===== config.mk =====
export PLATFORM = sky130hd
export DESIGN_NAME = tcw_front
export DESIGN_NICKNAME = d
export VERILOG_FILES = /design/src/hw/rtl/tcw_pkg.sv /design/src/hw/rtl/tcw_front.sv
export SDC_FILE = /design/constraint.sdc
export NUM_CORES = 1
export LEC_CHECK = 0
export BUFFER_PORTS_ARGS = -buffer_cell sky130_fd_sc_hd__buf_2
export CORE_ASPECT_RATIO = 2
export CORE_MARGIN = 10
export CORE_UTILIZATION = 43
export DETAILED_ROUTE_END_ITERATION = 12
export HOLD_SLACK_MARGIN = 0.03
export PLACE_DENSITY = 0.66
export SETUP_SLACK_MARGIN = 0.05
export SLEW_MARGIN = 20
export SYNTH_ARGS = -nofsm -noshare
export SYNTH_HDL_FRONTEND = slang
export SYNTH_SLANG_ARGS = --single-unit

===== constraint.sdc =====
create_clock -name clk -period 3.3 [get_ports clk]
set_input_delay 0.66 -clock clk [delete_from_list [all_inputs] [get_ports clk]]
set_output_delay 0.66 -clock clk [all_outputs]
set_load 0.03 [all_outputs]

===== src/hw/rtl/tcw_pkg.sv =====
// Shared types and constants for the text console writer.
// Holds command codes, character codes, the decoded command word and default geometry.
// No dependencies.
`default_nettype none

package tcw_pkg;

	localparam int COLUMNS_DEF  = 80;
	localparam int ROWS_DEF     = 25;
	localparam int TAB_STOP_DEF = 8;

	localparam int CELL_W = 16;

	// Operation codes on the input channel.
	localparam logic [1:0] OP_WRITE      = 2'd0;
	localparam logic [1:0] OP_SET_CURSOR = 2'd1;
	localparam logic [1:0] OP_CLEAR      = 2'd2;
	localparam logic [1:0] OP_READ       = 2'd3;

	// Character codes with special meaning.
	localparam logic [7:0] CH_BS    = 8'h08;
	localparam logic [7:0] CH_TAB   = 8'h09;
	localparam logic [7:0] CH_LF    = 8'h0A;
	localparam logic [7:0] CH_CR    = 8'h0D;
	localparam logic [7:0] CH_SPACE = 8'h20;

	// Cell contents after reset: a space with attribute zero.
	localparam logic [CELL_W-1:0] RESET_CELL = {8'h00, CH_SPACE};

	typedef enum logic [3:0] {
		K_NOP,
		K_PUT,
		K_BS,
		K_TAB,
		K_CR,
		K_LF,
		K_SETC,
		K_CLEAR,
		K_READ
	} kind_t;

	typedef struct packed {
		kind_t       kind;
		logic [7:0]  chr;
		logic        col_ok;
		logic [7:0]  col;
		logic        row_ok;
		logic [7:0]  row;
		logic        idx_ok;
		logic [10:0] idx;
	} cmd_t;

	typedef struct packed {
		logic valid;
		cmd_t cmd;
	} queue_head_t;

endpackage

`default_nettype wire


===== src/hw/rtl/tcw_front.sv =====
// Front end of the text console writer: accepts command words, decodes them
// and holds them in a two-entry queue for the back end. Depends on tcw_pkg.
`default_nettype none

module tcw_front #(
	parameter int COLUMNS = tcw_pkg::COLUMNS_DEF,
	parameter int ROWS    = tcw_pkg::ROWS_DEF
) (
	input  wire logic               clk,
	input  wire logic               arst_n,
	input  wire logic               run,
	input  wire logic               in_valid,
	output logic                    in_ready,
	input  wire logic [1:0]         operation,
	input  wire logic [7:0]         char_code,
	input  wire logic [7:0]         new_column,
	input  wire logic [7:0]         new_row,
	input  wire logic [10:0]        cell_index,
	output tcw_pkg::queue_head_t    head,
	input  wire logic               pop
);

	import tcw_pkg::*;

	localparam logic [1:0] QFull = 2'd2;

	cmd_t       cmd_in;
	cmd_t       entry_q [2];
	logic [1:0] count_q;
	logic       wr_ptr_q;
	logic       rd_ptr_q;
	logic       push;

	// Decode the operation and the character class up front so the back end
	// only has to act on a kind.
	always_comb begin
		cmd_in.chr    = char_code;
		cmd_in.col    = new_column;
		cmd_in.row    = new_row;
		cmd_in.idx    = cell_index;
		cmd_in.col_ok = int'(new_column) < COLUMNS;
		cmd_in.row_ok = int'(new_row) < ROWS;
		cmd_in.idx_ok = int'(cell_index) < COLUMNS * ROWS;
		case (operation)
			OP_WRITE: begin
				if (char_code == CH_BS) begin
					cmd_in.kind = K_BS;
				end else if (char_code == CH_TAB) begin
					cmd_in.kind = K_TAB;
				end else if (char_code == CH_CR) begin
					cmd_in.kind = K_CR;
				end else if (char_code == CH_LF) begin
					cmd_in.kind = K_LF;
				end else if (char_code >= CH_SPACE) begin
					cmd_in.kind = K_PUT;
				end else begin
					cmd_in.kind = K_NOP;
				end
			end
			OP_SET_CURSOR: cmd_in.kind = K_SETC;
			OP_CLEAR:      cmd_in.kind = K_CLEAR;
			OP_READ:       cmd_in.kind = K_READ;
			default:       cmd_in.kind = K_NOP;
		endcase
	end

	assign in_ready   = run && (count_q != QFull);
	assign push       = in_valid && in_ready;
	assign head.valid = (count_q != 2'd0);
	assign head.cmd   = entry_q[rd_ptr_q];

	always_ff @(posedge clk or negedge arst_n) begin
		if (!arst_n) begin
			count_q  <= 2'd0;
			wr_ptr_q <= 1'b0;
			rd_ptr_q <= 1'b0;
		end else begin
			if (push) begin
				wr_ptr_q <= ~wr_ptr_q;
			end
			if (pop) begin
				rd_ptr_q <= ~rd_ptr_q;
			end
			case ({push, pop})
				2'b10:   count_q <= count_q + 2'd1;
				2'b01:   count_q <= count_q - 2'd1;
				default: count_q <= count_q;
			endcase
		end
	end

	always_ff @(posedge clk) begin
		if (push) begin
			entry_q[wr_ptr_q] <= cmd_in;
		end
	end

endmodule

`default_nettype wire


Yosys cells after proc, flatten, opt, wreduce, memory -nomap -nowiden

Memory sizes are Yosys's and may differ from the RTL's.
Cells that the tools add are included.

Register bits after elaboration: 4
Memories: 1
Logic and storage cells: 36
Input port bits: 42
Bits in writable memories: 84
ROM bits: 0
Bits in latches: 0
Output and inout port bits: 44

Memories:

| memory  | words | width | rd ports | clocked after memory_dff | wr ports | line            | RTL |
|---|---|---|---|---|---|---|---|
| entry_q | 2     | 42    | 1        | 0                        | 1        | tcw_front.sv:28 | `cmd_t entry_q [2];` |

Bitwise logic cells: 2
Reductions and logical operators: 5
Shifts and indexed selects: 0
Eq/ne operators: 10
Divide/modulo/power cells: 0
Magnitude comparators: 4
Add/sub/neg operators: 2
Multiplexer cells: 9
Multipliers: 0

Operators by type and width:

| cell                                                                          | number |
|---|---|
| 8-bit by 4-bit equality test with 1-bit output (second input constant)        | 4 |
| 4-bit one-hot mux with 4 select lines                                         | 1 |
| 3-bit 2-to-1 mux                                                              | 4 |
| 11-bit less-than comparator (second input constant)                           | 1 |
| 8-bit by 6-bit >= comparator with 1-bit output (second input constant)        | 1 |
| 8-bit by 5-bit less-than comparator with 1-bit output (second input constant) | 1 |
| 8-bit by 7-bit less-than comparator with 1-bit output (second input constant) | 1 |
| 2-bit equality test (second input constant)                                   | 3 |
| 2-bit by 1-bit equality test with 1-bit output (second input constant)        | 2 |
| 2-bit one-hot mux with 2 select lines                                         | 1 |
| 2-bit nonzero test                                                            | 2 |
| 1-bit 2-to-1 mux                                                              | 3 |
| 2-bit by 1-bit adder with 2-bit output (second input constant)                | 1 |
| 1-bit logical AND                                                             | 2 |
| 2-bit logical NOT                                                             | 1 |
| 2-bit inequality test (second input constant)                                 | 1 |
| 1-bit inverter                                                                | 2 |
| 2-bit by 1-bit subtractor with 2-bit output (second input constant)           | 1 |

Depth between registers and ports, before layout

Gate-level depths: netlist of run 1.

Depth in word-level cells: 7
Gate-level depth with buffers: 6
Gate-level depth less buffers: 6

Worst setup path after synthesis of run 1

Ideal clock, no wire load.

Kind: in2reg
Start: input port in_valid
End: memory entry_q[0][0] in the netlist's numbering, enable pin
Data required time: 2.859 ns
Data arrival time: 2.553 ns
Setup time: 0.441 ns
Buffers on the path: 0
Stages: 2
Setup slack: 0.306 ns
Cell sequence: o211ai_2 -> nor2_1

Longest elaborated chain between the ends: 3

Ends and longest elaborated chain:

| item                                   | line            | RTL |
|---|---|---|
| from (decl)                            | tcw_front.sv:12 | `input wire logic in_valid,` |
| 1-bit logical AND                      | tcw_front.sv:68 | `assign push = in_valid && in_ready;` |
| 1-bit 2-to-1 mux                       | tcw_front.sv:93 | `if (push) begin` |
| 1-bit 2-to-1 mux (implied by the code) | tcw_front.sv:94 | `entry_q[wr_ptr_q] <= cmd_in;` |
| to (decl)                              | tcw_front.sv:28 |  |

Every way passes these cells.

==> flow_metrics.env, run 1 <==
export IMPL_worstPathArrival_ns=1.82
export IMPL_min_period_ns=2.482
export IMPL_grt_antenna_before_repair=1
export IMPL_crit_path_top_delay_cell="dfrtp_2"
export IMPL_syn_to_final_growth_pct=23.85
export IMPL_drcViolationCount=0
export IMPL_n_fill_cell=686
export IMPL_avgSynthCellArea_sq_um=20.62
export IMPL_worst_pin_slew_ns=0.6597
export IMPL_die_area_sq_um=12620
export IMPL_initial_core_util=0.4359
export IMPL_cp_max_fo=32
export IMPL_clk_pin_slew_worst_paths_ns=0.06
export IMPL_synth_ff_latch_count=88
export IMPL_fin_area_sq_um=4444
export IMPL_dieHeight_um=149.2
export IMPL_outcome="finished, final reports clean"
export IMPL_gr_total_overflow=0
export IMPL_rsz0062_at_grt="false"
export IMPL_min_period_over_period=0.7522
export IMPL_dpl_cell_count=357
export IMPL_hold_violations=0
export IMPL_cap_violations=0
export IMPL_final_nets=316
export IMPL_multi_input_area_sq_um=903.4
export IMPL_wire_per_inst_um=18.48
export IMPL_via_per_inst=4.895
export IMPL_max_clock_freq_mhz=402.9
export IMPL_drt_first_iter_violations=92
export IMPL_cts_tree="done"
export IMPL_slew_headroom=0.5592
export IMPL_synth_enable_flop_cells=84
export IMPL_regArea_sq_um=2624
export IMPL_cts_max_path_buffers=2
export IMPL_post_cts_resized=0
export IMPL_grt_max_degree=33
export IMPL_gp_congestion=0.7060
export IMPL_total_power_mw=3.828
export IMPL_drtPass1Iterations=4
export IMPL_fin_ws_ns=0.8177
export IMPL_critPathMaxStageDelay_ns=0.62
export IMPL_numCtsBuffers=9
export IMPL_end_kind="primary output"
export IMPL_ant_nets=0
export IMPL_cp_required_ns=2.64
export IMPL_power_per_cell_area_nw_per_um2=861.4
export IMPL_htreeDepth=3
export IMPL_setup_violations=0
export IMPL_drive_gt1_frac=0.5401
export IMPL_cts_setup_buffers=0
export IMPL_final_cell_mix="buf_2 (85), edfxtp_1 (84), mux2_4 (39), clkbuf_16 (9)"
export IMPL_drv_slew=0
export IMPL_seq_area_frac_synth=0.7308
export IMPL_die_x_um=84.60
export IMPL_hpwl_um=5182
export IMPL_reg2reg_depth=4
export IMPL_track_usage=0.1119
export IMPL_synthDistinctLibCells=26
export IMPL_grt_pass1_wl_um=10720
export IMPL_clock_skew_ns=0.007070
export IMPL_post_place_ws_ns=1.106
export IMPL_syn_num_nets=220
export IMPL_grtUsageMet2=0.2068
export IMPL_leakage_nw=1.785
export IMPL_io_pins=86
export IMPL_crit_path_cell_trace="buf_12 -> mux2_1 -> buf_2"
export IMPL_gr_max_usage_layer="met2"
export IMPL_numClockSinks=88
export IMPL_syn_cell_area_sq_um=3588
export IMPL_num_rows=47
export IMPL_finalNonFillerCells=373
export IMPL_setup_tns_ns=0
export IMPL_root_buffer="clkbuf_16"
export IMPL_yosysWarnings=0
export IMPL_hold_class="input port to async pin"
export IMPL_final_common_cell="buf_2"
export IMPL_io_buffers=85
export IMPL_drt_total_wl_um=6892
export IMPL_synth_flop_cell="edfxtp_1"
export IMPL_num_vias=1826
export IMPL_worst_setup_path_start_kind="flop"
export IMPL_place_area_sq_um=4140
export IMPL_core_area_sq_um=8233
export IMPL_grt_pass1_vias=2067
export IMPL_synthCells=174
export IMPL_clock_latency_ns=0.33
export IMPL_r2r_start="count_q[1]"
export IMPL_hold_buffers=0
export IMPL_async_flop_share=0.04545
export IMPL_worstSetupPathType="flop to primary output"
export IMPL_cp_startpoint="rd_ptr_q"
export IMPL_use_met1=0.09762
export IMPL_ir_drop_v=0.0005817
export IMPL_met3_usage=0.04322
## power by group
part / internal [mW] / switching, mW
logic: 0.539 / 0.776
registers: 1.40 / 0.0952
clock network: 0.651 / 0.367
## per-layer routing
metal | vias to the layer above | share of wire
met1 | 889 | 0.33
li1 | 866 | -
met5 | - | 0
met3 | 10 | 0.075
met2 | 61 | 0.57
met4 | 0 | 0.027
## synthesized netlist by cell type, drive strengths merged, types with 2 or more instances
library cell	n	area, sq um
dfrtp	4	100.1
edfxtp	84	2522
xnor2	4	35.03
o21ai	2	10.01
nor2	5	18.77
and3	2	12.51
mux2	42	619.3
xor2	2	17.52
inv	4	15.01
buf	5	56.30
ha	4	50.05
nand2	3	11.26
a21oi	2	10.01
## kinds of logic after synthesis
logic type               share of synthesized area
buffers and inverters                      0.01987
AND/OR/NAND/NOR                            0.02859
XOR/XNOR                                   0.01464
adder cells (fa/ha/maj)                    0.01395
AO/OA/AOI/OAI                              0.01953
flip-flops                                  0.7308
multiplexers                                0.1726
## registers in the layout (all words and copies together), names as in the netlist
| register | flops |
|---|---|
| rd_ptr_q | 1 |
| count_q | 2 |
| wr_ptr_q | 1 |
| entry_q | 84 |
## metrics by stage
step	hold WS, ns	util
after global routing	0.1107	0.5398
after global placement	0.4782	0.5029
after CTS	0.1093	0.5395
after detailed placement	0.4738	0.5029
final	0.1205	0.5398
after floorplan	0.3644	-
## path summary, 6_finish.rpt
path	endpoint	slack, ns
min in group clk	entry_q[1][3]	0.52
hold reg to reg	wr_ptr_q	0.55
max in group asynchronous	rd_ptr_q	3.05
setup / recovery	head[41]	0.82
setup reg to reg	entry_q[0][4]	1.37
hold / removal	count_q[1]	0.12
## cell type report
type                    instances  share of cell area
repair buffers                 90              0.1070
well taps                      98             0.02759
diodes                          1           0.0005631
clock buffers                  10             0.05152
multi-input cells              77              0.2033
inverters                       4            0.003378
flip-flops and latches         88              0.5904
clock inverters                 5             0.01633
## worst max-delay path, delay by kind of cell, from the launching register on
family,cells,cell delay (ns)
flops,1,0.62
mux,1,0.35
buf+inv,2,0.49
No activity file was read; power rests on OpenSTA's default activity.
==> inputs of run 2 (changes only) <==
--- a/config.mk
+++ b/config.mk
@@ -5,13 +5,14 @@
 export SDC_FILE = /design/constraint.sdc
 export NUM_CORES = 1
 export LEC_CHECK = 0
+export ABC_AREA = 1
 export BUFFER_PORTS_ARGS = -buffer_cell sky130_fd_sc_hd__buf_2
 export CORE_ASPECT_RATIO = 2
 export CORE_MARGIN = 10
 export CORE_UTILIZATION = 43
 export DETAILED_ROUTE_END_ITERATION = 12
 export HOLD_SLACK_MARGIN = 0.03
-export PLACE_DENSITY = 0.66
+export PLACE_DENSITY = 0.69
 export SETUP_SLACK_MARGIN = 0.05
 export SLEW_MARGIN = 20
 export SYNTH_ARGS = -nofsm -noshare
==> constraint.sdc (replaced) <==
create_clock -name clk -period 2 [get_ports clk]
set_input_delay 0.4 -clock clk [delete_from_list [all_inputs] [get_ports clk]]
set_output_delay 0.4 -clock clk [all_outputs]
set_load 0.03 [all_outputs]
==> run 2 against run 1 <==
Net effect: flip-flop and latch count stayed put; sequential power is 61% higher; global-route usage shrank 0.63 points; largest cell class unchanged.
==> flow_metrics.env, run 2 <==
export IMPL_drv_slew=0
export IMPL_root_buffer="clkbuf_16"
export IMPL_max_clock_freq_mhz=531.3
export IMPL_worstReg2RegEnd="count_q[1]"
export IMPL_drcViolationCount=0
export IMPL_pwr_share_comb=0.346
export IMPL_avgSynthCellArea_sq_um=18.67
export IMPL_via_per_inst=4.756
export IMPL_worstSetupPathType="flop to primary output"
export IMPL_cp_required_ns=1.60
export IMPL_yosys_cell_count_top_type="edfxtp_1"
export IMPL_synthDistinctLibCells=22
export IMPL_final_nets=340
export IMPL_end_kind="primary output"
export IMPL_min_period_ns=1.882
export IMPL_final_common_cell="buf_2"
export IMPL_htreeDepth=3
export IMPL_synth_flop_cell="edfxtp_1"
export IMPL_num_antenna_cells=0
export IMPL_clock_skew_ns=0.007158
export IMPL_gp_congestion=0.7332
export IMPL_slew_headroom=0.7651
export IMPL_leakage_nw=1.884
export IMPL_setup_violations=0
export IMPL_clock_latency_ns=0.33
export IMPL_synth_top_cell_by_area="edfxtp_1"
export IMPL_yosysWarnings=0
export IMPL_hpwl_um=5038
export IMPL_syn_num_nets=242
export IMPL_die_x_um=85.24
export IMPL_p_int_mw=4.450
export IMPL_seqPwrFrac=0.368
export IMPL_finalNonFillerCells=397
export IMPL_grt_antenna_before_repair=0
export IMPL_drt_total_wl_um=6607
export IMPL_synth_ff_latch_count=88
export IMPL_synth_enable_flop_cells=84
export IMPL_synthCells=196
export IMPL_r2r_slack_ns=0.41
export IMPL_ir_drop_v=0.0006670
export IMPL_min_period_over_period=0.9411
export IMPL_syn_to_final_growth_pct=24.65
export IMPL_final_cell_mix="buf_2 (85), edfxtp_1 (84), mux2_4 (39), nand2_1 (18), inv_1 (12)"
export IMPL_reg2reg_depth=7
export IMPL_num_vias=1888
export IMPL_dpl_cell_count=380
export IMPL_timing_hold_ws_ns=0.2554
export IMPL_numClockSinks=88
export IMPL_initial_core_util=0.4414
export IMPL_power_per_cell_area_nw_per_um2=1430
export IMPL_async_flop_share=0.04545
export IMPL_worst_pin_slew_ns=0.3524
export IMPL_min_path_cells=1
export IMPL_die_area_sq_um=12830
export IMPL_grt_pass1_wl_um=10210
export IMPL_grt_pass1_vias=2065
export IMPL_clk_pin_slew_worst_paths_ns=0.06
export IMPL_cap_violations=0
export IMPL_place_area_sq_um=4203
export IMPL_total_power_mw=6.525
export IMPL_hold_start="new_column[1]"
export IMPL_regMostFlops="entry_q"
export IMPL_cp_max_fo=15
export IMPL_switchingPower_mw=2.075
export IMPL_cts_tree="done"
export IMPL_swShare=0.3180
export IMPL_seq_area_frac_synth=0.7166
export IMPL_grt_max_degree=35
export IMPL_numCtsBuffers=9
export IMPL_wire_per_inst_um=16.64
export IMPL_core_area_sq_um=8292
export IMPL_synth_common_cells="edfxtp_1 (84), mux2_4 (39), nand2_1 (18), inv_1 (12), nor2_1 (8)"
export IMPL_num_rows=47
export IMPL_power_clock_fraction=0.286
export IMPL_fin_util=0.5502
export IMPL_reg_largest_list="entry_q: 84 flops, count_q: 2 flops"
export IMPL_synth_top_area_frac=0.6892
export IMPL_gr_total_overflow=0
export IMPL_hold_violations=0
export IMPL_drive_gt1_frac=0.5151
export IMPL_largest_reg_flops=84
export IMPL_rsz0062_at_grt="false"
export IMPL_cts_max_path_buffers=2
export IMPL_ant_nets=0
export IMPL_drt_first_iter_violations=68
export IMPL_worstPathArrival_ns=1.48
export IMPL_worst_setup_path_start_kind="flop"
export IMPL_outcome="finished, final reports clean"
export IMPL_holdPathEnd="entry_q[1][22]"
export IMPL_io_pins=86
export IMPL_track_usage=0.1056
export IMPL_hold_class="input port to flop"
export IMPL_syn_cell_area_sq_um=3660
export IMPL_cts_setup_buffers=0
export IMPL_drtPass1Iterations=4
export IMPL_io_buffers=85
export IMPL_dieHeight_um=150.5
export IMPL_fin_area_sq_um=4562
export IMPL_synthTopCellsByArea="edfxtp_1 (69%), mux2_4 (16%), dfrtp_1 (2.7%), buf_12 (2.2%), nand2_1 (1.8%)"
export IMPL_r2r_start="count_q[0]"
run 2: cell types whose count changed in the layout (fill, tap and decap cells not counted), sizes merged, moves of 3 or more:
cell and delta:
xnor2 -3, nor2 +3, nand2 +16, nor3 +3
inv +10
run 2: power groups by stage:
stage	Combinational (mW)	Sequential (mW)	Clock, mW
global route	2.40	2.42	1.99
detailed placement	2.30	2.44	0
finish	2.26	2.40	1.87
CTS	2.32	2.40	1.92
global placement	2.27	2.42	0
floorplan	1.88	2.41	0
run 2: worst max path at each step:
| stage | slack [ns] | cells past startpoint | startpoint | to |
|---|---|---|---|---|
| after global placement | 0.40 | 3 | rd_ptr_q | head[41] |
| after global routing | 0.05 | 3 | rd_ptr_q | head[0] |
| after CTS | 0.08 | 3 | rd_ptr_q | head[0] |
| final | 0.12 | 3 | rd_ptr_q | head[0] |
| after floorplan | -0.37 | 4 | count_q[0] | entry_q[0][0] |
| after detailed placement | 0.38 | 7 | run | count_q[1] |
run 2: metal layers:
| layer | vias up | share of wire | routed length (um) | track usage |
|---|---|---|---|---|
| met2 | 53 | 0.58 | 3840 | 0.1992 |
| met4 | 0 | 0.033 | 216 | 0.07202 |
| met3 | 16 | 0.056 | 367 | 0.03301 |
| met5 | - | 0 | 0 | 0 |
| li1 | 926 | - | - | - |
| met1 | 893 | 0.33 | 2182 | 0.08932 |
run 2: layout make-up:
cell class                 instances  area (sq um)
fill                             670          3730
sequential                        88          2624
multi-input combinational         90         912.1
timing repair buffer              92         509.2
clock buffer                      10         229.0
tap                               98         122.6
clock inverter                     6         116.4
inverter                          13         48.80
run 2: kinds of logic (layout without fill, tap and decap cells):
logic type | Yosys count | count (layout) | synth area share
DFF | 88 | 88 | 0.7166
muxes | 42 | 42 | 0.1692
and+or+nand+nor | 32 | 32 | 0.03555
buffers and inverters | 18 | 121 | 0.03829
AOI/OAI and AO/OA | 8 | 8 | 0.01709
adders and majority gates | 4 | 4 | 0.01368
xor gates and xnor gates | 4 | 4 | 0.009574
run 2: per-stage QoR:
stage / setup slack [ns] / setup TNS (ns)
after floorplan: -0.3726 / -31.30
after global placement: 0.3976 / 0
after detailed placement: 0.3784 / 0
after CTS: 0.08480 / 0
after global routing: 0.05294 / 0
final: 0.1179 / 0
run 2: critical path, stage by stage (launching register included):
cell     delay, ns
dfrtp_2       0.39
buf_6         0.23
mux2_2        0.36
buf_2         0.18
run 2: timing repair:
item                                   in CTS  in global routing
endpoints found under the hold margin       4                  0
setup endpoints to repair                   4                  0
gates resized for setup                     1                  0
hold buffers                                1                  0
