**src/hw/rtl/tcw_pkg.sv**
```systemverilog
// Shared types and constants for the text console writer.
// Holds command codes, character codes, the decoded command word and default geometry.
// No dependencies.
`default_nettype none

package tcw_pkg;

	localparam int COLUMNS_DEF  = 80;
	localparam int ROWS_DEF     = 25;
	localparam int TAB_STOP_DEF = 8;

	localparam int CELL_W = 16;

	// Operation codes on the input channel.
	localparam logic [1:0] OP_WRITE      = 2'd0;
	localparam logic [1:0] OP_SET_CURSOR = 2'd1;
	localparam logic [1:0] OP_CLEAR      = 2'd2;
	localparam logic [1:0] OP_READ       = 2'd3;

	// Character codes with special meaning.
	localparam logic [7:0] CH_BS    = 8'h08;
	localparam logic [7:0] CH_TAB   = 8'h09;
	localparam logic [7:0] CH_LF    = 8'h0A;
	localparam logic [7:0] CH_CR    = 8'h0D;
	localparam logic [7:0] CH_SPACE = 8'h20;

	// Cell contents after reset: a space with attribute zero.
	localparam logic [CELL_W-1:0] RESET_CELL = {8'h00, CH_SPACE};

	typedef enum logic [3:0] {
		K_NOP,
		K_PUT,
		K_BS,
		K_TAB,
		K_CR,
		K_LF,
		K_SETC,
		K_CLEAR,
		K_READ
	} kind_t;

	typedef struct packed {
		kind_t       kind;
		logic [7:0]  chr;
		logic        col_ok;
		logic [7:0]  col;
		logic        row_ok;
		logic [7:0]  row;
		logic        idx_ok;
		logic [10:0] idx;
	} cmd_t;

	typedef struct packed {
		logic valid;
		cmd_t cmd;
	} queue_head_t;

endpackage

`default_nettype wire

```
**src/hw/rtl/tcw_back.sv**
```systemverilog
// Back end of the text console writer: cursor, colour register, command
// sequencer for the screen store and the result register. Depends on tcw_pkg.
`default_nettype none

module tcw_back #(
	parameter int COLUMNS  = tcw_pkg::COLUMNS_DEF,
	parameter int ROWS     = tcw_pkg::ROWS_DEF,
	parameter int TAB_STOP = tcw_pkg::TAB_STOP_DEF,
	localparam int CellCnt = COLUMNS * ROWS,
	localparam int AddrW   = $clog2(CellCnt)
) (
	input  wire logic                      clk,
	input  wire logic                      arst_n,
	input  wire tcw_pkg::queue_head_t      head,
	output logic                           pop,
	output logic                           run,
	input  wire logic                      cfg_wr_en,
	input  wire logic [7:0]                cfg_wr_data,
	output logic                           ram_we,
	output logic [AddrW-1:0]               ram_waddr,
	output logic [tcw_pkg::CELL_W-1:0]     ram_wdata,
	output logic                           ram_re,
	output logic [AddrW-1:0]               ram_raddr,
	input  wire logic [tcw_pkg::CELL_W-1:0] ram_rdata,
	output logic                           out_valid,
	input  wire logic                      out_ready,
	output logic [6:0]                     cursor_column,
	output logic [4:0]                     cursor_row,
	output logic [10:0]                    cursor_location,
	output logic [15:0]                    cell_word
);

	import tcw_pkg::*;

	localparam int ColW = $clog2(COLUMNS);
	localparam int RowW = $clog2(ROWS + 1);
	localparam int NcW  = $clog2(COLUMNS + TAB_STOP);
	localparam int CntW = $clog2(CellCnt + 1);

	localparam logic [CntW-1:0] LastCell   = CntW'(CellCnt - 1);
	localparam logic [CntW-1:0] LastCopied = CntW'(CellCnt - COLUMNS - 1);

	typedef enum logic [4:0] {
		S_INIT   = 5'b00001,
		S_IDLE   = 5'b00010,
		S_READ   = 5'b00100,
		S_SCROLL = 5'b01000,
		S_FILL   = 5'b10000
	} state_t;

	state_t            state_q, state_d;
	logic [ColW-1:0]   col_q, col_d;
	logic [RowW-1:0]   row_q, row_d;
	logic [CntW-1:0]   src_q, src_d;
	logic [CntW-1:0]   dst_q, dst_d;
	logic              vld_q, vld_d;
	logic [7:0]        colour_q;
	logic              load;
	logic [15:0]       word_d;
	logic [NcW-1:0]    ncol;
	logic [RowW-1:0]   nrow;
	logic              scroll;
	logic [AddrW-1:0]  loc_cur;
	logic [AddrW-1:0]  loc_out;
	logic [CELL_W-1:0] blank;

	logic              out_valid_q;
	logic [ColW-1:0]   out_col_q;
	logic [RowW-1:0]   out_row_q;
	logic [15:0]       out_word_q;

	// Next tab stop for every column, worked out at elaboration.
	logic [NcW-1:0] tab_next [COLUMNS];
	for (genvar g = 0; g < COLUMNS; g++) begin : g_tab
		assign tab_next[g] = NcW'(g + TAB_STOP - (g % TAB_STOP));
	end

	assign blank   = {colour_q, CH_SPACE};
	assign loc_cur = AddrW'(row_q) * AddrW'(COLUMNS) + AddrW'(col_q);
	assign run     = (state_q != S_INIT);

	// Cursor motion of a write command, including the wrap at the right edge.
	always_comb begin
		ncol = NcW'(col_q);
		nrow = row_q;
		case (head.cmd.kind)
			K_PUT: ncol = NcW'(col_q) + NcW'(1);
			K_BS: begin
				if (col_q != '0) begin
					ncol = NcW'(col_q) - NcW'(1);
				end
			end
			K_TAB: ncol = tab_next[col_q];
			K_CR:  ncol = '0;
			K_LF: begin
				ncol = '0;
				nrow = row_q + RowW'(1);
			end
			default: ncol = NcW'(col_q);
		endcase
		if (ncol >= NcW'(COLUMNS)) begin
			ncol = '0;
			nrow = row_q + RowW'(1);
		end
		scroll = (nrow >= RowW'(ROWS));
	end

	always_comb begin
		state_d   = state_q;
		col_d     = col_q;
		row_d     = row_q;
		src_d     = src_q;
		dst_d     = dst_q;
		vld_d     = 1'b0;
		pop       = 1'b0;
		load      = 1'b0;
		word_d    = '0;
		ram_we    = 1'b0;
		ram_waddr = dst_q[AddrW-1:0];
		ram_wdata = blank;
		ram_re    = 1'b0;
		ram_raddr = src_q[AddrW-1:0];
		case (state_q)
			S_INIT: begin
				ram_we    = 1'b1;
				ram_wdata = RESET_CELL;
				dst_d     = dst_q + CntW'(1);
				if (dst_q == LastCell) begin
					dst_d   = '0;
					state_d = S_IDLE;
				end
			end
			S_IDLE: begin
				if (head.valid && !out_valid_q) begin
					pop = 1'b1;
					case (head.cmd.kind)
						K_SETC: begin
							if (head.cmd.col_ok) begin
								col_d = ColW'(head.cmd.col);
							end
							if (head.cmd.row_ok) begin
								row_d = RowW'(head.cmd.row);
							end
							load = 1'b1;
						end
						K_CLEAR: begin
							col_d   = '0;
							row_d   = '0;
							dst_d   = '0;
							state_d = S_FILL;
						end
						K_READ: begin
							if (head.cmd.idx_ok) begin
								ram_re    = 1'b1;
								ram_raddr = AddrW'(head.cmd.idx);
								state_d   = S_READ;
							end else begin
								load = 1'b1;
							end
						end
						default: begin
							if (head.cmd.kind == K_PUT) begin
								ram_we    = 1'b1;
								ram_waddr = loc_cur;
								ram_wdata = {colour_q, head.cmd.chr};
							end
							col_d = ColW'(ncol);
							if (scroll) begin
								row_d   = RowW'(ROWS - 1);
								src_d   = CntW'(COLUMNS);
								dst_d   = '0;
								state_d = S_SCROLL;
							end else begin
								row_d = nrow;
								load  = 1'b1;
							end
						end
					endcase
				end
			end
			S_READ: begin
				load    = 1'b1;
				word_d  = ram_rdata;
				state_d = S_IDLE;
			end
			S_SCROLL: begin
				// Read one row ahead, write the word read in the cycle before.
				if (src_q < CntW'(CellCnt)) begin
					ram_re = 1'b1;
					src_d  = src_q + CntW'(1);
					vld_d  = 1'b1;
				end
				if (vld_q) begin
					ram_we    = 1'b1;
					ram_wdata = ram_rdata;
					dst_d     = dst_q + CntW'(1);
					if (dst_q == LastCopied) begin
						state_d = S_FILL;
					end
				end
			end
			S_FILL: begin
				ram_we = 1'b1;
				dst_d  = dst_q + CntW'(1);
				if (dst_q == LastCell) begin
					load    = 1'b1;
					state_d = S_IDLE;
				end
			end
			default: state_d = S_IDLE;
		endcase
	end

	always_ff @(posedge clk or negedge arst_n) begin
		if (!arst_n) begin
			state_q     <= S_INIT;
			col_q       <= '0;
			row_q       <= '0;
			src_q       <= '0;
			dst_q       <= '0;
			vld_q       <= 1'b0;
			colour_q    <= 8'h00;
			out_valid_q <= 1'b0;
		end else begin
			state_q <= state_d;
			col_q   <= col_d;
			row_q   <= row_d;
			src_q   <= src_d;
			dst_q   <= dst_d;
			vld_q   <= vld_d;
			if (cfg_wr_en) begin
				colour_q <= cfg_wr_data;
			end
			if (load) begin
				out_valid_q <= 1'b1;
			end else if (out_ready) begin
				out_valid_q <= 1'b0;
			end
		end
	end

	always_ff @(posedge clk) begin
		if (load) begin
			out_col_q  <= col_d;
			out_row_q  <= row_d;
			out_word_q <= word_d;
		end
	end

	assign loc_out         = AddrW'(out_row_q) * AddrW'(COLUMNS) + AddrW'(out_col_q);
	assign out_valid       = out_valid_q;
	assign cursor_column   = 7'(out_col_q);
	assign cursor_row      = 5'(out_row_q);
	assign cursor_location = 11'(loc_out);
	assign cell_word       = out_word_q;

endmodule

`default_nettype wire

```
**config.mk**
```make
export PLATFORM = sky130hd
export DESIGN_NAME = tcw_back
export DESIGN_NICKNAME = d
export VERILOG_FILES = /design/src/hw/rtl/tcw_pkg.sv /design/src/hw/rtl/tcw_back.sv
export SDC_FILE = /design/constraint.sdc
export NUM_CORES = 1
export LEC_CHECK = 0
export BUFFER_PORTS_ARGS = -buffer_cell sky130_fd_sc_hd__buf_2
export CORE_MARGIN = 2
export CORE_UTILIZATION = 48
export DETAILED_ROUTE_END_ITERATION = 8
export GPL_TIMING_DRIVEN = 1
export PLACE_DENSITY = 0.77
export SLEW_MARGIN = 15
export SYNTH_ARGS = -nofsm -noshare
export SYNTH_HDL_FRONTEND = slang
export SYNTH_SLANG_ARGS = --single-unit
```
**constraint.sdc**
```tcl
create_clock -name clk -period 5.1 [get_ports clk]
set_clock_uncertainty 0.1 [all_clocks]
set_input_delay 1.275 -clock clk [delete_from_list [all_inputs] [get_ports clk]]
set_output_delay 1.275 -clock clk [all_outputs]
set_load 0.02 [all_outputs]
```
; Yosys cells after proc, flatten, opt, wreduce, memory -nomap -nowiden
; Memories as Yosys holds them, arrays and structs flattened.
; Index checks and enable logic that the tools add are counted.
[classes]
add_sub_neg = 7
mul = 2
n_div = 0
order_cmp = 4
n_eq_ne = 28
shifts = 0
muxes = 69
bitwise_logic = 1
reduce_logical = 13
[op_table]
columns = cell, count
row1 = $mux W11, 16
row2 = $mux W5, 12
row3 = $mux W7, 7
row4 = $pmux W16 S3, 1
row5 = $pmux W5 S3, 3
row6 = $pmux W11 S2, 2
row7 = $pmux W11 S4, 1
row8 = $pmux W7 S4, 1
row9 = $mux W8, 3
row10 = $add A11 B1 Y11 const B, 2
row11 = $add A11 B7 Y11, 2
row12 = $eq A11 B11 Y1 const B, 2
row13 = $pmux W7 S3, 1
row14 = $mux W1, 17
row15 = $eq A4 B3 Y1 const B, 4
row16 = $mux W16, 1
row17 = $ne A2 B2 Y1 const B, 8
row18 = $mul A5 B3 Y7 const B, 2
row19 = $lt A11 B11 Y1 const B, 1
row20 = $reduce_and A5 Y1, 2
row21 = $pmux W1 S3, 3
row22 = $eq A4 B2 Y1 const B, 2
row23 = $ge A8 B8 Y1 const B, 1
row24 = $not A7 Y8, 1
row25 = other kinds (25), 29
[word_totals]
regBits = 77
latchBits = 0
ramBits = 0
mem_bits_ro = 896
in_bits = 71
out_inout_bits = 82
elab_cells = 136
n_memories = 1
[mem_list]
columns = name, words, word_bits, read_ports, rd_clocked_by_memory_dff, wr, line_no
row1 = (name not given), 128, 7, 1, 0, 0, tcw_back.sv:93  ; K_TAB: ncol = tab_next[col_q];

; Logic depth before layout (Yosys ltp)
; Gate-level depths: netlist of run 1.
[logic_depth]
depth_word = 13
mapped_depth = 13
depth_no_buf = 9

; Worst setup path before layout of run 1
; Ideal clock, no wire load.
[synth_timing]
path_kind = input port to flip-flop
from = in head[40] (netlist bit)
to = reg out_word_q[0] (netlist: cell_word[0]) (enable)
setup_ns = 0.452
arrival_ns = 4.856
t_required_ns = 4.548
slack_ns = -0.308
path_stages = 9
n_path_buf = 2
cell_sequence = clkbuf_1 a21oi_1 nor2b_1 o211ai_1 or3b_1 buf_2 a21oi_2 nor3_1 o21ai_0
[synth_between]
elab_chain_cells = 10
word_cells_on_any_way = 18
cone_classes = order compare: 2 / eq/ne: 8 / mux: 7 / reduce/logical: 1
[synth_rtl]
columns = element, line_no
row1 = "start, declared", tcw_back.sv:14  ; input wire tcw_pkg::queue_head_t head,
row2 = $eq A4 B3 Y1, tcw_back.sv:86  ; case (head.cmd.kind)
row3 = $reduce_or A2 Y1 (no line), --
row4 = $pmux W7 S4, tcw_back.sv:86
row5 = $ge A7 B7 Y1, tcw_back.sv:101  ; if (ncol >= NcW'(COLUMNS)) begin
row6 = $mux W5, tcw_back.sv:101
row7 = $ge A5 B5 Y1, tcw_back.sv:105  ; scroll = (nrow >= RowW'(ROWS));
row8 = $mux W1, tcw_back.sv:168  ; if (scroll) begin
row9 = $pmux W1 S3 *, tcw_back.sv:136  ; case (head.cmd.kind)
row10 = $mux W1 *, tcw_back.sv:134  ; if (head.valid && !out_valid_q) begin
row11 = $pmux W1 S3 *, tcw_back.sv:123  ; case (state_q)
row12 = net load, tcw_back.sv:58  ; logic load;
row13 = "end signal, assigned", tcw_back.sv:246  ; out_word_q <= word_d;
row14 = "end, declared", tcw_back.sv:70  ; logic [15:0] out_word_q;
; The timed path passes the listed nets; every way through them passes the cells marked *.
; A chain may end at the register's enable or synchronous reset.

; Final worst setup path of run 1
[layout_timing]
from = in head[39] (netlist bit)
to = out ram_waddr[7]
[layout_between]
elab_chain_cells = 5
word_cells_on_any_way = 9
cone_classes = eq/ne: 4 / mux: 4 / reduce/logical: 1
[layout_rtl]
columns = element, line_no
row1 = $eq A4 B4 Y1 (tied with other cells), tcw_back.sv:136
row2 = $reduce_or A3 Y1 (no line) or $mux W11 (tied branches), --
row3 = $mux W11 *, tcw_back.sv:136
row4 = $mux W11 *, tcw_back.sv:134
row5 = $mux W11 *, tcw_back.sv:123
row6 = "end, declared", tcw_back.sv:20  ; output logic [AddrW-1:0] ram_waddr,
; Every way passes the cells marked *; elsewhere a longest branch is shown, timed or not.

==> run_results.csv, run 1 <==
group,metric,value,unit
power,p_leak,2.946,nW
layout,multiInputGateArea,3114,µm²
clocking,cts_root_buffer,"clkbuf_16",
clocking,post_cts_buffers,0,
synthesis,netlist_area,5433,µm²
layout,diodes,0,
timing,finalHoldViolCount,0,
grt,grt_pass1_wl,22.89,mm
synthesis,post-synth-top-area-fraction,22.11,%
layout,fin_util,59.94,%
synthesis,synth_top_area_cell,"dfrtp_1",
clocking,clkTransAtPathRegs,0.07,ns
timing,rsz0062_at_grt,"no",
timing,period_minus_slack,4.510,ns
synthesis,yosysUniqueCellTypes,75,
setup_path,end_kind,"output pin",
grt,gr-total-overflow,0,
power,powerDensity,542.8,nW/µm²
layout,fill_cells,937,
detailed_routing,vias,5111,
timing,setup_viol,0,
layout,regArea,2068,µm²
setup_path,worstSetupStartpointType,"input pin",
synthesis,synthArstFlopShare,63.64,%
setup_path,slowest_delay,0.58,ns
synthesis,synth_common_cells,"nand2_1 (72), dfrtp_1 (48), o21ai_0 (44), a21oi_1 (43), nor2_1 (34)",
floorplanning,die_x,110.4,µm
setup_path,worstPathArrival,3.13,ns
setup_path,crit_top_cell,"buf_2",
setup_path,cp_slowest_cell,"nor4b_1",
synthesis,synth.most_common_cell,"nand2_1",
placed_design,gp_congestion,0.9020,
timing,clock.fmax,221.7,MHz
synthesis,synth_area_leaders,"dfrtp_1 (22%), edfxtp_1 (15%), ha_1 (6.2%), nand2_1 (5.0%), mux2_2 (4.6%)",
setup_path,path_buf_inv,2,
grt,grt_max_degree,50,
floorplanning,pin_count,153,
clocking,cts.sinks,77,
job,drv_cap,0,
clocking,cts_tree,"yes",
grt,grt_pass1_vias,4803,
clocking,cts_resized,0,
timing,period_share,88.42,%
timing,tightest_slew,1.014,ns
detailed_routing,wl,14.87,mm
grt,met2_usage,40.67,%
setup_path,cp_max_fo,19,
synthesis,synth_warnings,0,
status,outcome,"finished, final reports clean",
placed_design,io_buffers,148,
timing,fin_tns_setup,0,ns
grt,busiest_layer,"met2",
floorplanning,core-area,10940,µm²
clocking,numCtsBuffers,9,
synthesis,ys_seq_area_share,38.07,%
layout,layout-drive-gt1-share,28.51,%
timing,relSlewSlack,31.46,%
setup_path,cp.required,3.72,ns
floorplanning,die_area,12180,µm²
synthesis,synth_seq_cells,77,
clocking,cts_buffer_depth,2,
floorplanning,start_util,49.68,%
clocking,clk_latency,0.34,ns
floorplanning,rows,38,
clocking,htree_num_levels,3,
grt,grt_use_met1,30.63,%
power,peakVddDrop,0.3504,mV
clocking,postCtsHoldBufs,0,
placed_design,place_worst_setup_slack,0.6071,ns
detailed_routing,drcViolationCount,0,
grt,grtUsageTotal,24.08,%
setup_path,critPathKind,"in -> out",
timing,finalMaxSlewViolations,0,
synthesis,syn_area_per_cell,9.115,µm²
synthesis,syn-num-nets,698,
layout,area_growth,20.66,%
min_path,hold_path.class,"reg -> reg",
layout,final_nets,830,
setup_path,path_delay_family,"simple AND/OR/NAND/NOR gates",
floorplanning,die_h,110.4,µm
timing,whs,0.4120,ns
detailed_routing,dr.pass1.iters,6,
synthesis,syn-instance-count,596,
setup_path,worstPathCellList,"buf_2 -> nor4b_1 -> nand2_1 -> o21ai_0 -> buf_2",
synthesis,synth_edf_count,28,
detailed_routing,antenna_left,0,
power,power,3.558,mW
detailed_routing,routedWlPerCell,17.03,µm
detailed_routing,drt_iter0_markers,334,
grt,grtUsageMet3,4.997,%
detailed_routing,avgViaCountPerCell,5.855,
grt,antenna_found_initial,0,
timing,fin_ws,0.5904,ns
synthesis,yosys_most_used_dff,"dfrtp_1",
placed_design,hpwl,11.17,mm
[cell families (layout without fill, tap and decap cells)]
kind of cell               after synthesis  count (layout)  synth area share [%]
adders and majority gates               31              31                 7.692
DFF                                     77              77                 38.07
xor gates and xnor gates                26              26                 4.192
muxes                                   24              24                 4.929
buffers and inverters                   57             194                 4.675
AOI/OAI and AO/OA                      159             159                 19.19
and+or+nand+nor                        222             222                 21.26
[final cells by class]
cell class / count / share of cell area, %
sequential: 77 / 31.55
tap: 140 / 2.672
clock inverter: 3 / 0.3245
timing repair buffer: 156 / 12.22
multi-input combinational: 462 / 47.51
clock buffer: 13 / 4.467
inverter: 22 / 1.260
[registers in the layout, indices dropped and copies added (netlist names)]
name           cells
vld_q              1
cursor_row         5
cell_word         16
cursor_column      7
src_q             11
colour_q           8
row_q              5
state_q            5
out_valid          1
col_q              7
dst_q             11
[metrics by stage]
step / std cells / area (µm²)
detailed placement: 857 / 6241
CTS: 873 / 6555
finish: 873 / 6555
global placement: 857 / 6241
global route: 873 / 6555
floorplan: 596 / 5433
[per-layer routing]
layer | routed length, µm | share of wire, %
met2 | 7514 | 51
met3 | 924 | 6.2
met5 | 0 | 0
met4 | 369 | 2.5
met1 | 6060 | 41
[cells in the final DEF (no fill, tap or decap), types with 15 or more instances in the layout]
| master | count |
|---|---|
| dfrtp_1 | 48 |
| xnor2_1 | 15 |
| nand3_1 | 22 |
| mux2_2 | 22 |
| edfxtp_1 | 28 |
| nand2_1 | 72 |
| o21ai_0 | 43 |
| inv_1 | 22 |
| buf_2 | 148 |
| a21oi_1 | 43 |
| nor2_1 | 34 |
| ha_1 | 27 |
| and2_1 | 24 |
[path summary, 6_finish.rpt]
kind                       cells after the start  slack, ns       endpoint         from
max                                            5       0.59   ram_waddr[7]     head[39]
min                                            1       0.41    colour_q[0]  colour_q[0]
max reg2reg                                    9       1.44  cursor_row[0]     col_q[0]
min reg2reg                                    1       0.41    colour_q[0]  colour_q[0]
max in group asynchronous                      2       3.50       col_q[5]       arst_n
min in group asynchronous                      2       0.92       dst_q[4]       arst_n
[report_power, final]
part | switching, mW | leakage [nW] | internal, mW
logic | 1.10 | 1.92 | 0.716
registers | 0.241 | 0.876 | 0.831
clock network | 0.261 | 0.153 | 0.404
No activity file was read; power rests on OpenSTA's default activity.
==> run 2: changes to the inputs <==
--- a/config.mk
+++ b/config.mk
@@ -6,11 +6,14 @@
 export NUM_CORES = 1
 export LEC_CHECK = 0
 export BUFFER_PORTS_ARGS = -buffer_cell sky130_fd_sc_hd__buf_2
+export CELL_PAD_IN_SITES_DETAIL_PLACEMENT = 0
+export CELL_PAD_IN_SITES_GLOBAL_PLACEMENT = 1
 export CORE_MARGIN = 2
-export CORE_UTILIZATION = 48
+export CORE_UTILIZATION = 36
 export DETAILED_ROUTE_END_ITERATION = 8
 export GPL_TIMING_DRIVEN = 1
-export PLACE_DENSITY = 0.77
+export PLACE_DENSITY_LB_ADDON = 0.1
+export REMOVE_ABC_BUFFERS = 1
 export SLEW_MARGIN = 15
 export SYNTH_ARGS = -nofsm -noshare
 export SYNTH_HDL_FRONTEND = slang
==> run_results.csv, run 2 (same netlist as run 1, synthesis figures left out) <==
group,metric,value,unit
status,outcome,"finished, final reports clean",
detailed_routing,drt_iter0_markers,194,
setup_path,worstPathArrival,2.97,ns
layout,multiInputGateArea,3114,µm²
placed_design,dp_cells,906,
timing,tightest_slew,0.8159,ns
setup_path,worstPathCellList,"ha_1 -> ha_1 -> fa_1 -> xor2_1 -> o2111ai_1 -> xor2_1 -> xnor2_1 -> o21ai_0 -> buf_2",
timing,clock.fmax,229.9,MHz
layout,fill_cells,1450,
layout,finalNonFillerCells,922,
grt,gr-total-overflow,0,
clocking,numCtsBuffers,9,
detailed_routing,dr.pass1.iters,5,
detailed_routing,antenna_left,0,
timing,rsz0062_at_grt,"no",
setup_path,cp_slowest_cell,"dfrtp_1",
clocking,clk_latency,0.35,ns
timing,period_share,85.28,%
detailed_routing,drcViolationCount,0,
layout,fin_util,45.63,%
layout,largest_reg_flops,16,
setup_path,path_buf_inv,1,
clocking,cts_tree,"yes",
job,drv_cap,0,
detailed_routing,vias,4985,
setup_path,critPathKind,"reg -> out",
timing,relSlewSlack,45.31,%
clocking,clkTransAtPathRegs,0.06,ns
grt,grt_pass1_vias,4809,
power,peakVddDrop,0.1940,mV
placed_design,place_worst_setup_slack,0.7751,ns
floorplanning,start_util,37.10,%
setup_path,path_delay_family,"adder cells",
timing,finalHoldViolCount,0,
layout,area_growth,22.98,%
layout,layout-drive-gt1-share,29.00,%
grt,antenna_found_initial,0,
layout,fin_area,6681,µm²
clocking,postCtsHoldBufs,0,
timing,fin_tns_setup,0,ns
detailed_routing,wl,15.33,mm
placed_design,place_area,6334,µm²
layout,final_common_cell,"buf_2",
floorplanning,rows,44,
setup_path,cp.required,3.72,ns
floorplanning,die_x,126.8,µm
detailed_routing,avgViaCountPerCell,5.407,
floorplanning,core-area,14640,µm²
timing,whs,0.4102,ns
setup_path,slowest_delay,0.54,ns
floorplanning,die_area,16090,µm²
floorplanning,pin_count,153,
setup_path,end_kind,"output pin",
grt,grt_max_degree,50,
placed_design,gp_congestion,0.8595,
min_path,hold_path.class,"reg -> reg",
power,power,3.640,mW
grt,grt_pass1_wl,24.96,mm
power,p_leak,2.986,nW
clocking,htree_num_levels,3,
placed_design,hpwl,11.50,mm
setup_path,worstSetupStartpointType,"register",
layout,diodes,0,
timing,setup_viol,0,
layout,layout_common_cells,"buf_2 (148), nand2_1 (72), dfrtp_1 (48), a21oi_1 (43), o21ai_0 (43)",
clocking,post_cts_buffers,0,
grt,grtUsageTotal,19.24,%
timing,period_minus_slack,4.349,ns
floorplanning,die_h,126.8,µm
timing,finalMaxSlewViolations,0,
power,powerDensity,544.8,nW/µm²
placed_design,io_buffers,148,
timing,fin_ws,0.7505,ns
clocking,cts_root_buffer,"clkbuf_16",
clocking,cts.sinks,77,
detailed_routing,routedWlPerCell,16.63,µm
layout,regArea,2068,µm²
layout,final_nets,835,
clocking,cts_resized,0,
clocking,cts_buffer_depth,2,
setup_path,cp_max_fo,9,
[run 2: path summary, 6_finish.rpt]
check                                  from             to  slack [ns]  cells after the start
worst max-delay path               row_q[3]  ram_waddr[10]        0.75                      9
worst min-delay path            colour_q[6]    colour_q[6]        0.41                      1
worst max register to register     col_q[0]       src_q[1]        1.29                      9
worst min register to register  colour_q[6]    colour_q[6]        0.41                      1
max in group asynchronous            arst_n       col_q[4]        3.50                      2
min in group asynchronous            arst_n       src_q[8]        0.94                      2
[run 2: metal layers]
layer,share of wire (%),global-route usage [%]
met5,0,0
met3,4.6,3.627
met1,46,25.58
met2,47,31.47
met4,2.4,6.723
[run 2: cell type report]
type | instances | share of cell area (%)
multi-input cells | 462 | 46.61
flip-flops and latches | 77 | 30.95
repair buffers | 161 | 12.55
well taps | 184 | 3.446
clock buffers | 9 | 3.371
clock inverters | 7 | 1.835
inverters | 22 | 1.236
[run 2: report_power, final]
part	switching, mW	internal (mW)
combinational	1.10	0.718
sequential	0.234	0.831
clock	0.273	0.482
[run 2: worst register-to-register path, stage by stage, from the launching register on]
cell and delay [ns]:
dfrtp_1 0.48, inv_1 0.18, ha_1 0.24, or3b_1 0.44, o21ai_4 0.23, o22ai_1 0.15
or3b_1 0.50, a32o_1 0.42, nor3_2 0.72, o21ai_0 0.20
==> run 3: changes to the inputs <==
--- a/config.mk
+++ b/config.mk
@@ -8,11 +8,10 @@
 export BUFFER_PORTS_ARGS = -buffer_cell sky130_fd_sc_hd__buf_2
 export CELL_PAD_IN_SITES_DETAIL_PLACEMENT = 0
 export CELL_PAD_IN_SITES_GLOBAL_PLACEMENT = 1
-export CORE_MARGIN = 2
 export CORE_UTILIZATION = 36
 export DETAILED_ROUTE_END_ITERATION = 8
 export GPL_TIMING_DRIVEN = 1
-export PLACE_DENSITY_LB_ADDON = 0.1
+export PLACE_DENSITY = 0.84
 export REMOVE_ABC_BUFFERS = 1
 export SLEW_MARGIN = 15
 export SYNTH_ARGS = -nofsm -noshare
==> run_results.csv, run 3 (same netlist as run 1, synthesis figures left out) <==
group,metric,value,unit
setup_path,path_delay_family,"simple AND/OR/NAND/NOR gates",
power,peakVddDrop,0.2332,mV
grt,antenna_found_initial,1,
timing,finalMaxSlewViolations,0,
grt,gr-total-overflow,0,
timing,setup_viol,0,
timing,relSlewSlack,47.45,%
min_path,whs_path_depth,1,
detailed_routing,avgViaCountPerCell,5.426,
setup_path,crit_top_cell,"buf_2",
clocking,cts_tree,"yes",
detailed_routing,drcViolationCount,16,
min_path,hold-path-endpoint,"colour_q[0]",
layout,fin_util,44.98,%
grt,grt_max_degree,50,
job,drv_cap,0,
detailed_routing,vias,4992,
floorplanning,start_util,37.10,%
clocking,cts_root_buffer,"clkbuf_16",
floorplanning,die_h,124.8,µm
setup_path,path_buf_inv,3,
clocking,cts_buffer_depth,2,
clocking,numCtsBuffers,9,
status,violations,"DRC",
clocking,clkTransAtPathRegs,0.06,ns
min_path,hold_path.class,"reg -> reg",
setup_path,cp_slowest_cell,"nor3_1",
setup_path,worstSetupStartpointType,"input pin",
setup_path,worstRegToRegCells,9,
setup_path,cp.required,3.72,ns
layout,final_nets,833,
grt,grtUsageTotal,19.57,%
grt,grt_pass1_wl,24.53,mm
layout,final_common_cell,"buf_2",
min_path,min_from,"colour_q[0]",
setup_path,end_kind,"output pin",
setup_path,path_depth,8,
layout,fill_cells,1466,
timing,rsz0062_at_grt,"no",
floorplanning,core-area,14640,µm²
timing,clock.fmax,229.0,MHz
clocking,cts_resized,0,
timing,period_minus_slack,4.366,ns
layout,area_growth,21.23,%
power,p_leak,2.944,nW
floorplanning,rows,44,
setup_path,slowest_delay,0.38,ns
detailed_routing,drt_iter0_markers,329,
setup_path,critPathKind,"in -> out",
layout,layout_common_cells,"buf_2 (148), nand2_1 (72), dfrtp_1 (48), a21oi_1 (43), o21ai_0 (43)",
clocking,cts.sinks,77,
clocking,postCtsHoldBufs,0,
floorplanning,die_area,15590,µm²
placed_design,gp_congestion,0.8741,
timing,tightest_slew,0.7883,ns
setup_path,cp_max_fo,11,
setup_path,worstPathCellList,"buf_2 -> nor3_1 -> and2_1 -> nand2_1 -> nor2_1 -> buf_4 -> mux2_2 -> buf_2",
power,powerDensity,525.8,nW/µm²
setup_path,worstPathArrival,2.99,ns
placed_design,io_buffers,148,
setup_path,r2r_start,"col_q[0]",
detailed_routing,wl,14.87,mm
status,outcome,"complete, but fails checks",
timing,whs,0.4149,ns
placed_design,dp_cells,904,
layout,largest_reg_flops,16,
clocking,htree_num_levels,3,
layout,diodes,0,
grt,grt_pass1_vias,4864,
clocking,post_cts_buffers,0,
setup_path,ff2ff_setup_slack,1.39,ns
clocking,clk_latency,0.34,ns
layout,layout-drive-gt1-share,28.80,%
setup_path,critPathLaunch,"head[38]",
floorplanning,die_x,124.8,µm
detailed_routing,antenna_left,0,
detailed_routing,dr.pass1.iters,7,
detailed_routing,routedWlPerCell,16.16,µm
floorplanning,pin_count,153,
timing,finalHoldViolCount,0,
layout,finalNonFillerCells,920,
timing,period_share,85.61,%
placed_design,hpwl,11.36,mm
setup_path,worst_r2r_endpoint,"cursor_row[0]",
## run 3: through the flow
stage / cell area, µm² / TNS (ns) / total power, mW / setup slack (ns)
2_1_floorplan: 5261 / -2.418 / 2.299 / -0.08636
3_3_place_gp: 6319 / 0 / 2.819 / 0.7923
3_5_place_dp: 6319 / 0 / 2.872 / 0.7682
4_1_cts: 6586 / 0 / 3.482 / 0.7578
5_1_grt: 6586 / 0 / 3.727 / 0.5360
6_report: 6586 / 0 / 3.463 / 0.7341
## run 3: per-layer routing
layer / vias up / global-route usage (%) / part of all wire [%]
li1: 2443 / - / -
met1: 2404 / 25.11 / 45
met2: 124 / 33.64 / 49
met3: 19 / 2.706 / 4.1
met4: 2 / 6.887 / 1.8
met5: - / 0 / 0.067
## run 3: where the power goes
| part | switching [mW] | internal [mW] | total [mW] |
|---|---|---|---|
| logic | 1.08 | 0.712 | 1.80 |
| registers | 0.243 | 0.832 | 1.08 |
| clock network | 0.261 | 0.330 | 0.591 |
## run 3: worst max-delay path by stage
stage | to | slack [ns]
finish | ram_raddr[10] | 0.73
detailed placement | ram_raddr[5] | 0.77
CTS | ram_raddr[5] | 0.76
global route | ram_waddr[10] | 0.54
global placement | ram_raddr[10] | 0.79
floorplan | cell_word[0] | -0.09
## run 3: area by class of cell
type / count / area (µm²) / share of cell area [%]
Clock buffer: 10 / 229.0 / 3.476
Clock inverter: 6 / 38.79 / 0.5889
Inverter: 22 / 82.58 / 1.254
Multi-Input combinational cell: 462 / 3114 / 47.28
Sequential cell: 77 / 2068 / 31.40
Tap cell: 184 / 230.2 / 3.495
Timing Repair Buffer: 159 / 823.3 / 12.50
